`src/design/itrt_pkg.sv`:
```
// ----------------------------------------------------------------------------
// itrt_pkg: shared types and constants for the integer to radix text core
// Character codes, radix limits, the digit lookup and the character item
// that travels from the sequencer to the word packer.
// ----------------------------------------------------------------------------
package itrt_pkg;

    localparam logic [7:0] CHAR_ZERO  = 8'h30;  // '0'
    localparam logic [7:0] CHAR_MINUS = 8'h2d;  // '-'
    localparam logic [7:0] CHAR_A     = 8'h61;  // 'a'

    localparam logic [5:0] RADIX_MIN = 6'd2;
    localparam logic [5:0] RADIX_MAX = 6'd36;
    localparam logic [5:0] DEC_DIGITS = 6'd10;

    // One character handed to the packer.
    typedef struct packed {
        logic [7:0] ch;
        logic       last;  // final character of the text
    } t_char_item;

    // Digit value 0..35 to lower-case ASCII.
    function automatic logic [7:0] digit_char(input logic [5:0] d);
        logic [7:0] c;
        if (d < DEC_DIGITS) begin
            c = CHAR_ZERO + {2'b00, d};
        end else begin
            c = CHAR_A + {2'b00, d - DEC_DIGITS};
        end
        return c;
    endfunction

endpackage

```
`src/design/itrt_in_if.sv`:
```
// ----------------------------------------------------------------------------
// itrt_in_if: input channel of the integer to radix text core
// Valid/ready handshake carrying one integer and its formatting controls.
// ----------------------------------------------------------------------------
interface itrt_in_if;
    logic        valid;
    logic        ready;
    logic [63:0] value;
    logic        is_signed;
    logic [5:0]  radix;
    logic [6:0]  min_width;

    modport source (output valid, output value, output is_signed, output radix,
                    output min_width, input ready);
    modport sink   (input valid, input value, input is_signed, input radix,
                    input min_width, output ready);
endinterface

```
`src/design/itrt_out_if.sv`:
```
// ----------------------------------------------------------------------------
// itrt_out_if: output channel of the integer to radix text core
// Valid/ready handshake carrying up to eight packed text characters.
// ----------------------------------------------------------------------------
interface itrt_out_if;
    logic        valid;
    logic        ready;
    logic [63:0] text_chars;
    logic [3:0]  char_count;
    logic        last;

    modport source (output valid, output text_chars, output char_count,
                    output last, input ready);
    modport sink   (input valid, input text_chars, input char_count,
                    input last, output ready);
endinterface

```
`src/design/itrt_div.sv`:
```
// ----------------------------------------------------------------------------
// itrt_div: iterative divider by a small radix
// Restoring division, four quotient bits per cycle, narrow remainder.
// ----------------------------------------------------------------------------
module itrt_div
    import itrt_pkg::*;
#(
    parameter int VALUE_BITS = 64
) (
    input  logic                                 i_clk,
    input  logic                                 i_rst_n,
    input  logic                                 i_start,
    input  logic [((VALUE_BITS + 3) / 4) * 4 - 1:0] i_dividend,
    input  logic [5:0]                           i_radix,
    output logic                                 o_done,
    output logic [((VALUE_BITS + 3) / 4) * 4 - 1:0] o_quot,
    output logic [5:0]                           o_rem
);

    localparam int STEPS = (VALUE_BITS + 3) / 4;
    localparam int DW    = STEPS * 4;
    localparam int CNT_W = $clog2(STEPS + 1);

    logic             r_busy;
    logic             r_done;
    logic [CNT_W-1:0] r_cnt;
    logic [DW-1:0]    r_work;
    logic [5:0]       r_rem;
    logic [5:0]       r_radix;

    logic [DW-1:0]    n_work;
    logic [5:0]       n_rem;

    // Four compare/subtract steps; dividend shifts out the top, quotient in.
    always_comb begin
        logic [6:0] t;
        n_work = r_work;
        n_rem  = r_rem;
        for (int k = 0; k < 4; k++) begin
            t      = {n_rem, n_work[DW-1]};
            n_work = {n_work[DW-2:0], 1'b0};
            if (t >= {1'b0, r_radix}) begin
                t         = t - {1'b0, r_radix};
                n_work[0] = 1'b1;
            end
            n_rem = t[5:0];
        end
    end

    always_ff @(posedge i_clk) begin
        if (!i_rst_n) begin
            r_busy <= 1'b0;
            r_done <= 1'b0;
            r_cnt  <= '0;
        end else begin
            r_done <= 1'b0;
            if (i_start) begin
                r_busy  <= 1'b1;
                r_cnt   <= CNT_W'(STEPS);
                r_work  <= i_dividend;
                r_rem   <= '0;
                r_radix <= i_radix;
            end else if (r_busy) begin
                r_work <= n_work;
                r_rem  <= n_rem;
                r_cnt  <= r_cnt - CNT_W'(1);
                if (r_cnt == CNT_W'(1)) begin
                    r_busy <= 1'b0;
                    r_done <= 1'b1;
                end
            end
        end
    end

    assign o_done = r_done;
    assign o_quot = r_work;
    assign o_rem  = r_rem;

endmodule

```
`src/design/itrt_pack.sv`:
```
// ----------------------------------------------------------------------------
// itrt_pack: character to word packer with output register
// Collects characters eight to a word, first character in the top byte.
// ----------------------------------------------------------------------------
module itrt_pack
    import itrt_pkg::*;
(
    input  logic              i_clk,
    input  logic              i_rst_n,
    input  logic              i_ch_valid,
    input  t_char_item        i_ch,
    output logic              o_ch_ready,
    itrt_out_if.source        o_out
);

    logic [63:0] r_acc;
    logic [2:0]  r_n;
    logic        r_oval;
    logic [63:0] r_text;
    logic [3:0]  r_cnt;
    logic        r_last;

    logic [63:0] n_acc;
    logic        ch_take;
    logic        word_end;

    assign o_ch_ready = !r_oval || o_out.ready;
    assign ch_take    = i_ch_valid && o_ch_ready;
    assign word_end   = (r_n == 3'd7) || i_ch.last;

    always_comb begin
        n_acc = r_acc;
        n_acc[(3'd7 - r_n) * 8 +: 8] = i_ch.ch;
    end

    always_ff @(posedge i_clk) begin
        if (!i_rst_n) begin
            r_acc  <= '0;
            r_n    <= '0;
            r_oval <= 1'b0;
        end else begin
            if (o_out.ready) begin
                r_oval <= 1'b0;
            end
            if (ch_take) begin
                if (word_end) begin
                    r_text <= n_acc;
                    r_cnt  <= {1'b0, r_n} + 4'd1;
                    r_last <= i_ch.last;
                    r_oval <= 1'b1;
                    r_acc  <= '0;
                    r_n    <= '0;
                end else begin
                    r_acc <= n_acc;
                    r_n   <= r_n + 3'd1;
                end
            end
        end
    end

    assign o_out.valid      = r_oval;
    assign o_out.text_chars = r_text;
    assign o_out.char_count = r_cnt;
    assign o_out.last       = r_last;

endmodule

```
`src/design/integer_to_radix_text_core.sv`:
```
// ----------------------------------------------------------------------------
// integer_to_radix_text_core: integer to radix text converter
// Formats one integer as lower-case ASCII in radix 2..36, with optional sign
// and zero padding, and streams it out eight characters to a word.
// ----------------------------------------------------------------------------
// Usage:
//   i_in  takes one item: value, is_signed, radix (2..36, clamped),
//         min_width (0..127, saturated at MAX_TEXT). Ready only while idle.
//   o_out returns 1..16 words per item, first character in bits 63:56,
//         char_count valid characters, last set on the final word.
// Sequence:
//   Each digit is one pass through the shared divider (four quotient bits per
//   cycle), digits counted until the quotient is 0. Emission then reads the
//   digit store and then hands the character to the packer, for each character.
// Stalls: a word waits in the output register; while it waits the packer
//   holds off further characters. The next item can be taken as soon as the
//   last word has reached the output register.
// Reset: synchronous, active low; returns to idle and drops o_out.valid.
// ----------------------------------------------------------------------------
module integer_to_radix_text_core
    import itrt_pkg::*;
#(
    parameter int VALUE_BITS = 64,
    parameter int MAX_TEXT   = 127
) (
    input  logic       i_clk,
    input  logic       i_rst_n,
    itrt_in_if.sink    i_in,
    itrt_out_if.source o_out
);

    localparam int STEPS = (VALUE_BITS + 3) / 4;
    localparam int DW    = STEPS * 4;
    localparam int ND_W  = $clog2(VALUE_BITS + 1);
    localparam int IX_W  = $clog2(VALUE_BITS);
    localparam int LEN_W = $clog2(MAX_TEXT + 1);

    typedef enum logic [2:0] {
        S_IDLE,
        S_START,
        S_DIV,
        S_RD,
        S_PUT
    } t_state;

    t_state                r_state;
    logic [VALUE_BITS-1:0] r_mag;     // running quotient
    logic                  r_neg;
    logic [5:0]            r_radix;
    logic [LEN_W-1:0]      r_pad;
    logic [ND_W-1:0]       r_nd;      // digits produced
    logic [LEN_W-1:0]      r_len;     // total characters
    logic [LEN_W-1:0]      r_pos;     // character being emitted
    logic [5:0]            r_rdata;

    // digit store, least significant digit at address 0
    logic [5:0]            r_digits [VALUE_BITS];

    logic [VALUE_BITS-1:0] in_val;
    logic                  in_neg;
    logic [5:0]            in_radix;
    logic [LEN_W-1:0]      in_pad;
    logic                  in_take;

    logic                  div_start;
    logic                  div_done;
    logic [DW-1:0]         div_quot;
    logic [5:0]            div_rem;
    logic [VALUE_BITS-1:0] quot;
    logic                  digits_end;
    logic [LEN_W-1:0]      body;
    logic [LEN_W-1:0]      lead;      // sign plus padding characters
    logic [LEN_W-1:0]      rd_full;

    t_char_item            ch_item;
    logic                  ch_valid;
    logic                  ch_ready;

    assign i_in.ready = (r_state == S_IDLE);
    assign in_take    = i_in.valid && i_in.ready;

    // Operand preparation: mask, sign, magnitude, clamps.
    always_comb begin
        in_val = i_in.value[VALUE_BITS-1:0];
        in_neg = i_in.is_signed && in_val[VALUE_BITS-1];
        if (in_neg) begin
            in_val = ~in_val + VALUE_BITS'(1);
        end
        priority if (i_in.radix < RADIX_MIN) begin
            in_radix = RADIX_MIN;
        end else if (i_in.radix > RADIX_MAX) begin
            in_radix = RADIX_MAX;
        end else begin
            in_radix = i_in.radix;
        end
        if (32'(i_in.min_width) > MAX_TEXT) begin
            in_pad = LEN_W'(MAX_TEXT);
        end else begin
            in_pad = LEN_W'(i_in.min_width);
        end
    end

    assign div_start = (r_state == S_START);

    itrt_div #(
        .VALUE_BITS (VALUE_BITS)
    ) u_div (
        .i_clk      (i_clk),
        .i_rst_n    (i_rst_n),
        .i_start    (div_start),
        .i_dividend (DW'(r_mag)),
        .i_radix    (r_radix),
        .o_done     (div_done),
        .o_quot     (div_quot),
        .o_rem      (div_rem)
    );

    assign quot       = div_quot[VALUE_BITS-1:0];
    assign digits_end = (quot == '0) || (r_nd == ND_W'(VALUE_BITS - 1));
    assign body       = LEN_W'(r_nd) + LEN_W'(1) + LEN_W'(r_neg);
    assign lead       = r_len - LEN_W'(r_nd);
    assign rd_full    = r_len - LEN_W'(1) - r_pos;

    // Character at r_pos: sign, then zero fill, then digits MSD first.
    always_comb begin
        ch_valid     = (r_state == S_PUT);
        ch_item.last = (r_pos == r_len - LEN_W'(1));
        priority if (r_neg && r_pos == '0) begin
            ch_item.ch = CHAR_MINUS;
        end else if (r_pos < lead) begin
            ch_item.ch = CHAR_ZERO;
        end else begin
            ch_item.ch = digit_char(r_rdata);
        end
    end

    // Digit store: written when a digit comes out of the divider,
    // read into r_rdata in the read state ahead of each character.
    always_ff @(posedge i_clk) begin
        if (r_state == S_DIV && div_done) begin
            r_digits[r_nd[IX_W-1:0]] <= div_rem;
        end
        if (r_state == S_RD) begin
            r_rdata <= r_digits[rd_full[IX_W-1:0]];
        end
    end

    always_ff @(posedge i_clk) begin
        if (!i_rst_n) begin
            r_state <= S_IDLE;
            r_nd    <= '0;
        end else begin
            unique case (r_state)
                S_IDLE: begin
                    if (in_take) begin
                        r_mag   <= in_val;
                        r_neg   <= in_neg;
                        r_radix <= in_radix;
                        r_pad   <= in_pad;
                        r_nd    <= '0;
                        r_state <= S_START;
                    end
                end
                S_START: begin
                    r_state <= S_DIV;
                end
                S_DIV: begin
                    if (div_done) begin
                        r_nd  <= r_nd + ND_W'(1);
                        r_mag <= quot;
                        if (digits_end) begin
                            r_len   <= (body > r_pad) ? body : r_pad;
                            r_pos   <= '0;
                            r_state <= S_RD;
                        end else begin
                            r_state <= S_START;
                        end
                    end
                end
                S_RD: begin
                    r_state <= S_PUT;
                end
                S_PUT: begin
                    if (ch_ready) begin
                        r_pos   <= r_pos + LEN_W'(1);
                        r_state <= ch_item.last ? S_IDLE : S_RD;
                    end
                end
                default: begin
                    r_state <= S_IDLE;
                end
            endcase
        end
    end

    itrt_pack u_pack (
        .i_clk      (i_clk),
        .i_rst_n    (i_rst_n),
        .i_ch_valid (ch_valid),
        .i_ch       (ch_item),
        .o_ch_ready (ch_ready),
        .o_out      (o_out)
    );

    // A remainder is always a legal digit of the radix.
    a_rem_below_radix: assert property (@(posedge i_clk) disable iff (!i_rst_n)
        (r_state == S_DIV && div_done) |-> (div_rem < r_radix))
        else $error("divider remainder not below radix");

    // Emission never runs past the text length.
    a_pos_in_text: assert property (@(posedge i_clk) disable iff (!i_rst_n)
        (r_state == S_PUT) |-> (r_pos < r_len))
        else $error("character position past text length");

    // Digit count never exceeds the value width.
    a_nd_bounded: assert property (@(posedge i_clk) disable iff (!i_rst_n)
        (r_state == S_DIV) |-> (r_nd < ND_W'(VALUE_BITS)))
        else $error("digit count overflow");

    // The last character leaves the sequencer idle for the next item.
    a_last_to_idle: assert property (@(posedge i_clk) disable iff (!i_rst_n)
        (ch_valid && ch_ready && ch_item.last) |=> (r_state == S_IDLE))
        else $error("sequencer not idle after last character");

endmodule

```
`src/flat_wrapper.sv`:
```
// flat-port wrapper written by rule: the top's interface ports become plain ports
module integer_to_radix_text_core_flat import itrt_pkg::*;
#(
    parameter int VALUE_BITS = 64,
    parameter int MAX_TEXT   = 127
)
  (i_clk, i_rst_n, i_in_valid, i_in_value, i_in_is_signed, i_in_radix, i_in_min_width, i_in_ready, o_out_valid, o_out_text_chars, o_out_char_count, o_out_last, o_out_ready);
  itrt_in_if i_in_i ();
  itrt_out_if o_out_i ();
  input  logic i_clk;
  input  logic i_rst_n;
  input wire logic [$bits(i_in_i.valid)-1:0] i_in_valid;
  input wire logic [$bits(i_in_i.value)-1:0] i_in_value;
  input wire logic [$bits(i_in_i.is_signed)-1:0] i_in_is_signed;
  input wire logic [$bits(i_in_i.radix)-1:0] i_in_radix;
  input wire logic [$bits(i_in_i.min_width)-1:0] i_in_min_width;
  output wire logic [$bits(i_in_i.ready)-1:0] i_in_ready;
  output wire logic [$bits(o_out_i.valid)-1:0] o_out_valid;
  output wire logic [$bits(o_out_i.text_chars)-1:0] o_out_text_chars;
  output wire logic [$bits(o_out_i.char_count)-1:0] o_out_char_count;
  output wire logic [$bits(o_out_i.last)-1:0] o_out_last;
  input wire logic [$bits(o_out_i.ready)-1:0] o_out_ready;
  assign i_in_i.valid = i_in_valid;
  assign i_in_i.value = i_in_value;
  assign i_in_i.is_signed = i_in_is_signed;
  assign i_in_i.radix = i_in_radix;
  assign i_in_i.min_width = i_in_min_width;
  assign i_in_ready = i_in_i.ready;
  assign o_out_valid = o_out_i.valid;
  assign o_out_text_chars = o_out_i.text_chars;
  assign o_out_char_count = o_out_i.char_count;
  assign o_out_last = o_out_i.last;
  assign o_out_i.ready = o_out_ready;
  integer_to_radix_text_core #(.VALUE_BITS(VALUE_BITS), .MAX_TEXT(MAX_TEXT)) u_core (.i_clk(i_clk), .i_rst_n(i_rst_n), .i_in(i_in_i), .o_out(o_out_i));
endmodule
```
`config.mk`:
```
export PLATFORM = sky130hd
export DESIGN_NAME = integer_to_radix_text_core_flat
export DESIGN_NICKNAME = d
export VERILOG_FILES = /design/src/design/itrt_pkg.sv /design/src/design/itrt_in_if.sv /design/src/design/itrt_out_if.sv /design/src/design/itrt_div.sv /design/src/design/itrt_pack.sv /design/src/design/integer_to_radix_text_core.sv /design/src/flat_wrapper.sv
export SDC_FILE = /design/constraint.sdc
export NUM_CORES = 1
export LEC_CHECK = 0
export ABC_CLOCK_PERIOD_IN_PS = 7400
export BUFFER_PORTS_ARGS = -buffer_cell sky130_fd_sc_hd__buf_2
export CAP_MARGIN = 10
export CORE_MARGIN = 2
export CORE_UTILIZATION = 56
export DETAILED_ROUTE_END_ITERATION = 10
export PLACE_DENSITY_LB_ADDON = 0.05
export REMOVE_ABC_BUFFERS = 1
export SLEW_MARGIN = 20
export SYNTH_ARGS = -nofsm -noshare
export SYNTH_HDL_FRONTEND = slang
export SYNTH_HIERARCHICAL = 1
export SYNTH_SLANG_ARGS = --single-unit
```
`constraint.sdc`:
```
create_clock -name i_clk -period 7.4 [get_ports i_clk]
set_clock_uncertainty 0.2 [all_clocks]
set_input_delay 1.11 -clock i_clk [delete_from_list [all_inputs] [get_ports i_clk]]
set_output_delay 1.11 -clock i_clk [all_outputs]
set_load 0.02 [all_outputs]
```
== Word-level counts from Yosys, hierarchy flattened ==
Memory sizes are Yosys's and may differ from the RTL's. A register that Yosys moved wholly into a read port is not among the register bits.
Index checks and enable logic that the tools add are counted.

* Register bits: 322
* Memory bits (writable): 384
* Output and inout bits: 71
* Memories: 1

{| class="wikitable"
|+ Memory list
! memory !! words !! width !! rd ports !! clocked after Yosys merged registers in !! wr ports !! line !! source
|-
| u_core.r_digits || 64 || 6 || 1 || 1 || 1 || integer_to_radix_text_core.sv:57 || <nowiki>logic [5:0] r_digits [VALUE_BITS];</nowiki>
|}

* Add/subtract/negate cells: 19
* Magnitude comparators: 9
* Equality and inequality tests: 12
* Shifts and indexed selects: 2
* Multiplexer cells: 47
* Bitwise logic cells: 3
* Reductions and logical operators: 27

{| class="wikitable"
|+ Operator list
! cell !! number
|-
| 2-to-1 mux 64 bit || 6
|-
| one-hot mux 64 bit (2 select lines) || 1
|-
| adder 64 x 1 -> 64 bit (second input constant) || 1
|-
| bitwise mux 64 bit || 1
|-
| logical NOT 64 bit || 1
|-
| inverter 64 bit || 1
|-
| variable shift 8 x 34 -> 64 bit (first input constant) || 1
|-
| indexed part select 8 x 34 -> 64 bit || 1
|-
| 2-to-1 mux 7 bit || 6
|-
| 2-to-1 mux 6 bit || 6
|-
| negation 32 -> 34 bit || 1
|-
| subtractor 6 bit || 5
|-
| >= comparator 7 x 6 -> 1 bit || 4
|-
| one-hot mux 7 bit (2 select lines) || 2
|-
| 2-to-1 mux 8 bit || 3
|-
| one-hot mux 3 bit (5 select lines) || 1
|-
| adder 7 x 1 -> 7 bit (second input constant) || 2
|-
| 2-to-1 mux 1 bit || 13
|-
| 2-to-1 mux 3 bit || 4
|-
| AND reduction 3 bit || 4
|-
| 2-to-1 mux 5 bit || 2
|-
| adder 7 x 6 -> 8 bit (first input constant) || 1
|-
| AND reduction 4 bit || 2
|-
| adder 6 x 6 -> 7 bit (first input constant) || 1
|-
| other kinds (33) || 49
|}

== Depth between registers and ports, before layout ==
* Depth in word-level cells: 10
* Mapped depth: 31
* Depth with buffers taken out: 31

== Hierarchy ==
The synthesis kept the hierarchy.

{| class="wikitable"
|+ Modules (own cells, without submodules)
! module !! times used !! cells each !! area an instance (um2)
|-
| integer_to_radix_text_core || 1 || 1,712 || 22,515.3
|-
| itrt_pack || 1 || 453 || 5,585.4
|-
| itrt_div || 1 || 345 || 4,645.7
|}

== Least setup slack after synthesis ==
OpenSTA, ideal clock, no wires.

* Path kind: reg-to-reg
* From: register u_core.u_div.r_rem[3], in the netlist u_core/u_div/o_rem[3]
* To: register u_core.u_div.r_work[0], in the netlist u_core/u_div/o_quot[0] (data pin)
* Setup time: 260 ps
* Arrival time: 7,158 ps
* Required time: 6,940 ps
* Slack: -218 ps
* Stages on the path, launching flop included: 30
* Buffers on the path: 0
* Clock period less this slack: 7,618 ps
* Path through: edfxtp_1 > ha_1 > a21o_1 > a211oi_4 > o21ai_2 > nor2_1 > a21oi_1 > ha_1 > a21o_1 > a21oi_1 > o21ai_0 > a21oi_1 > o221ai_4 > mux2_2 > inv_1 > ha_1 > a21o_1 > a31o_2 > a31oi_1 > o21ai_0 > mux2i_4 > mux2i_1 > ha_1 > a21o_1 > a21o_1 > o21ai_0 > a21oi_1 > nor2_1 > o2111ai_4 > mux2_2

* Word-level cells in the longest chain between the ends: 10
* Elaborated cells on any way between the ends: 13
* Classes of those cells: 3 x add/sub; 4 x order compare; 6 x mux

{| class="wikitable"
|+ Ends and longest elaborated chain
! what !! line !! source
|-
| start, declared || itrt_div.sv:28 || <nowiki>logic [5:0] r_rem;</nowiki>
|-
| start signal, assigned || itrt_div.sv:65 || <nowiki>r_rem <= n_rem;</nowiki>
|-
| subtractor 6 bit or >= comparator 7 x 6 -> 1 bit (tied branches) || itrt_div.sv:43, itrt_div.sv:42 ||
|-
| 2-to-1 mux 6 bit * || itrt_div.sv:42 || <nowiki>if (t >= {1'b0, r_radix}) begin</nowiki>
|-
| subtractor 6 bit or >= comparator 7 x 6 -> 1 bit (tied branches) || itrt_div.sv:43, itrt_div.sv:42 ||
|-
| 2-to-1 mux 6 bit * || itrt_div.sv:42 ||
|-
| >= comparator 7 x 6 -> 1 bit or subtractor 6 bit (tied branches) || itrt_div.sv:42, itrt_div.sv:43 ||
|-
| 2-to-1 mux 6 bit * || itrt_div.sv:42 ||
|-
| >= comparator 7 x 6 -> 1 bit * || itrt_div.sv:42 ||
|-
| 2-to-1 mux 1 bit * || itrt_div.sv:42 ||
|-
| 2-to-1 mux 64 bit * || itrt_div.sv:63 || <nowiki>end else if (r_busy) begin</nowiki>
|-
| 2-to-1 mux 64 bit * || itrt_div.sv:57 || <nowiki>if (i_start) begin</nowiki>
|-
| end signal, assigned || itrt_div.sv:60 || <nowiki>r_work <= i_dividend;</nowiki>
|-
| end signal, assigned || itrt_div.sv:64 || <nowiki>r_work <= n_work;</nowiki>
|-
| end, declared || itrt_div.sv:27 || <nowiki>logic [DW-1:0] r_work;</nowiki>
|}

Every way passes the cells marked *; elsewhere a longest branch is shown, timed or not. The select of a mux whose other input is x is not followed.
A chain may end at the register's enable or synchronous reset.

== Final worst setup path ==
* From: register u_core.u_div.r_rem[3], in the netlist u_core/u_div/o_rem[3]
* To: register u_core.u_div.r_rem[2], in the netlist u_core/u_div/o_rem[2] (data pin)

* Word-level cells in the longest chain between the ends: 9
* Elaborated cells on any way between the ends: 13
* Classes of those cells: 4 x add/sub; 4 x order compare; 5 x mux

{| class="wikitable"
|+ Ends and longest elaborated chain
! what !! line
|-
| subtractor 6 bit or >= comparator 7 x 6 -> 1 bit (tied branches) || itrt_div.sv:43, itrt_div.sv:42
|-
| 2-to-1 mux 6 bit * || itrt_div.sv:42
|-
| subtractor 6 bit or >= comparator 7 x 6 -> 1 bit (tied branches) || itrt_div.sv:43, itrt_div.sv:42
|-
| 2-to-1 mux 6 bit * || itrt_div.sv:42
|-
| >= comparator 7 x 6 -> 1 bit or subtractor 6 bit (tied branches) || itrt_div.sv:42, itrt_div.sv:43
|-
| 2-to-1 mux 6 bit * || itrt_div.sv:42
|-
| subtractor 6 bit or >= comparator 7 x 6 -> 1 bit (tied branches) || itrt_div.sv:43, itrt_div.sv:42
|-
| 2-to-1 mux 6 bit * || itrt_div.sv:42
|-
| 2-to-1 mux 6 bit * || itrt_div.sv:63
|}

Marked as above.

==> impl_metrics.yaml <==
logic_synthesis:
  ys_seq_elements: 712
  synth.cell_area_um2: 32700
  synth-main-ff-cell: "edfxtp_1"
  synthDominantCellAreaShare_pct: 57.5
  synth_edf_count: 627
  ys.warnings.count: 6
  count_of_mapped_cells_out_of_synthesis: 2510
  synthDistinctLibCells: 83
  seq_area_frac_synth_pct: 62.7
  async_reset_ff_share_pct: 0
  synth_largest_area_cell: "edfxtp_1"
  syn-mean-instance-area_um2: 13.0
  synthTopCellsByArea: "edfxtp_1 (57%), dfxtp_1 (5.2%), mux2_2 (3.7%), nand2_1 (3.6%), mux4_2 (3.3%)"
finish:
  layout-drive-gt1-share_pct: 19.2
  syn_to_final_growth_pct: 13.0
  nets: 2816
  finish.utilization_pct: 64.0
  nFillCells: 4397
  final_cells: 3489
setup_path:
  cp-end-kind: "flip-flop"
  reg2reg_depth: 31
  worstReg2RegStart: "u_core/u_div/o_rem[3]$_SDFFCE_PP0P_"
  timing.reg2reg.setup_slack_ns: 0.38
  startpoint: "u_core/u_div/o_rem[3]$_SDFFCE_PP0P_"
  timing.critical_path.slowest_stage_cell: "edfxtp_1"
  cpPeakStageDelay_ns: 0.40
  path_class: "flip-flop to flip-flop"
  crit_required_ns: 7.50
  critical-path-top-cell-by-count: "a21o_1"
  worst_r2r_endpoint: "u_core/u_div/o_rem[2]$_SDFFCE_PP0P_"
  timing.critical_path.fanout_max: 7
  cp-endpoint: "u_core/u_div/o_rem[2]$_SDFFCE_PP0P_"
  timing.critical_path.arrival_ns: 7.13
  cp-start-kind: "flip-flop"
timing:
  post-route-period-util_pct: 94.9
  fmaxAchievable_mhz: 142
  fin_crit_ns: 7.02
  finalSetupViolCount: 0
  tightest_slew_ns: 1.06
  final_count_of_pins_violating_max_slew: 0
  hold_viol_final: 0
  timing.slew.headroom_pct: 29.2
drt:
  route.final.wire_length_um: 77200
  detailedRoute.firstPassIterationCount: 5
  dr.first_iter.drc_count: 1908
  drt-vias-per-instance: 6.02
  vias: 21000
  wl_per_cell_um: 22.1
  drt.antenna.violating_nets: 0
  drc_errors: 0
cts:
  worst_setup_hold_path_clk_slew_ns: 0.06
  cts_inserted_buffers: 75
  ctsLongestPathBuffers: 3
  clockRootBuffer: "clkbuf_16"
  cts_max_level: 3
  cts_tree: "done"
  numClockSinks: 712
  clkLatencyLatePin_ns: 0.61
pwr:
  irDropWorstVdd_mv: 0.931
  p_per_area_nw_per_um2: 321
  sw_frac_of_total_pct: 28.6
  static-leakage-power_nw: 12.5
  pwr-share-comb_pct: 26.3
  clock_power_share_pct: 32.1
  pwr-share-seq_pct: 41.6
  net-switching-power_mw: 3.40
  p_int_mw: 8.48
floorplan:
  pin_count: 153
  start_util_pct: 56.6
  die-area_um2: 60400
  floorplan.rows: 88
  die_width_um: 246
  design.core.area_um2: 57800
  die_height_um: 246
global_routing:
  grt_overflow: 0
  initial_antenna_violation_count: 4
  grt_max_degree: 107
  grt_pass1_vias: 20500
  grt_pass1_wl_um: 119000
  gr_usage_total_pct: 25.5
placed_design:
  dp_hpwl_um: 51100
  gpl_wtd_cong: 0.915
  place.detailed.instances: 3341
  buffer_ports.inserted: 152
outcome:
  status: "complete, no violations"
worst_hold_path:
  hold_class: "flip-flop to flip-flop"
  hold_depth: 0
job:
  timing.max_cap.violations: 0
==> synth_stat cells (48+ instances only) <==
library cell	count
nor2_1	161
xor2_1	50
ha_1	65
o21ai_0	161
nand3_1	87
edfxtp_1	627
xnor2_1	70
mux2i_1	52
clkbuf_1	99
nand2_1	312
mux2_2	109
dfxtp_1	85
a21oi_1	68
mux4_2	48
inv_1	63
==> cells by family (layout without fill, tap and decap cells) <==
family          Yosys count  count (layout)  share of synthesized area (%)
compound gates          423             424                           8.49
simple gates            785             785                           11.7
flops                   712             712                           62.7
buf+inv                 188             400                           2.27
mux                     210             210                           8.71
other cells               0               1                              0
fa+ha+maj                72              72                           2.88
xor+xnor                120             120                           3.21
==> critical path: cells and delay by family, from the launching register on <==
| kind | cells | cell delay (ns) |
|---|---|---|
| muxes | 3 | 0.86 |
| buffers and inverters | 2 | 0.21 |
| and+or+nand+nor | 3 | 0.46 |
| AOI/OAI and AO/OA | 19 | 3.28 |
| adders and majority gates | 4 | 1.32 |
| DFF | 1 | 0.40 |
==> state kept, by name, summed over array words and instances, names as in the netlist, 3 cells and up <==
| register | cells |
|---|---|
| u_core/r_nd | 7 |
| u_core/r_radix | 6 |
| u_core/r_pos | 7 |
| u_core/u_pack/r_n | 3 |
| u_core/u_div/r_radix | 6 |
| u_core/u_pack/r_acc | 64 |
| u_core/r_len | 7 |
| u_core/r_rdata | 6 |
| u_core/u_pack/o_out.char_count | 4 |
| u_core/r_digits | 384 |
| u_core/r_mag | 64 |
| u_core/u_div/o_rem | 6 |
| u_core/r_pad | 7 |
| u_core/u_div/o_quot | 64 |
| u_core/u_div/r_cnt | 5 |
| u_core/r_state | 3 |
| u_core/u_pack/o_out.text_chars | 64 |
==> worst min path at each step <==
| stage | start | endpoint | slack [ns] |
|---|---|---|---|
| floorplan | u_core/r_radix[0]$_SDFFCE_PP0P_ | u_core/u_div/r_radix[0]$_DFFE_PP_ | 0.20 |
| global placement | u_core/r_radix[0]$_SDFFCE_PP0P_ | u_core/u_div/r_radix[0]$_DFFE_PP_ | 0.24 |
| detailed placement | u_core/r_radix[3]$_SDFFCE_PP0P_ | u_core/u_div/r_radix[3]$_DFFE_PP_ | 0.24 |
| CTS | u_core/r_radix[0]$_SDFFCE_PP0P_ | u_core/u_div/r_radix[0]$_DFFE_PP_ | 0.25 |
| global route | u_core/r_radix[0]$_SDFFCE_PP0P_ | u_core/u_div/r_radix[0]$_DFFE_PP_ | 0.25 |
| finish | u_core/r_radix[3]$_SDFFCE_PP0P_ | u_core/u_div/r_radix[3]$_DFFE_PP_ | 0.23 |
==> cell type report <==
type	instances	area [um2]	area share, %
sequential	712	20500	55.5
tap	765	957	2.59
multi-input combinational	1611	11600	31.4
inverter	63	236	0.639
antenna	1	2.50	0.00676
clock inverter	41	460	1.24
timing repair buffer	200	1150	3.10
clock buffer	96	2050	5.54
==> metal layers <==
layer  vias to the layer above  share of wire [%]  global-route usage (%)
li1                       9773                  -                       -
met4                         6                2.7                    8.32
met2                       689                 47                    39.4
met5                         -              0.050                       0
met1                     10400                 44                    37.1
met3                       136                6.4                    4.16
==> power by group through the flow <==
stage / logic, mW / registers [mW] / clock network [mW]
after floorplan: 1.91 / 5.18 / 0
after global placement: 2.74 / 5.03 / 0
after detailed placement: 2.83 / 5.03 / 0
after CTS: 2.85 / 4.95 / 3.88
after global routing: 3.42 / 4.95 / 4.04
final: 3.12 / 4.95 / 3.81
==> stage by stage <==
stage	hold slack, ns	power, mW	area, um2	setup TNS [ns]	setup slack [ns]
2_1_floorplan	0.200	7.09	32200	-176.88	-1.86
3_3_place_gp	0.242	7.77	34400	0	0.127
3_5_place_dp	0.236	7.87	34400	0	0.0243
4_1_cts	0.249	11.7	36900	0	0.00909
5_1_grt	0.250	12.4	37000	-0.0785	-0.0240
6_report	0.231	11.9	37000	0	0.375
==> timing repair <==
action | in CTS | in global routing
gates resized for setup | 3 | 8
setup buffers | 0 | 8
pin swaps | 0 | 5
endpoints found under the hold margin | 0 | 0
hold buffers | 0 | 0
setup endpoints to repair | 1 | 7
gates cloned | 0 | 1
==> cells in the final DEF, fill, tap and decap left out, types with 9 or more instances in the layout <==
master and n:
o21a_1 10, clkinv_2 9, o21ai_1 13, buf_2 152, a21oi_1 67, inv_1 63, or4_1 31, a32oi_1 19
mux2_2 109, nor4_1 19, nor2b_1 14, a21o_1 19, edfxtp_1 627, a32o_1 32, dfxtp_1 85, a21boi_0 19
a31oi_1 11, nor3_1 30, mux2i_1 50, a21boi_1 12, nand4_1 23, buf_4 46, mux4_2 48, nand3_1 87
clkbuf_1 14, nor2_1 160, clkinv_1 10, xnor2_1 69, nand2_1 312, ha_1 64, o21ai_0 157, and3_1 22
or3_1 11, clkbuf_16 78, xor2_1 48, nand2b_1 19
Power figures use the tool's default switching activity.
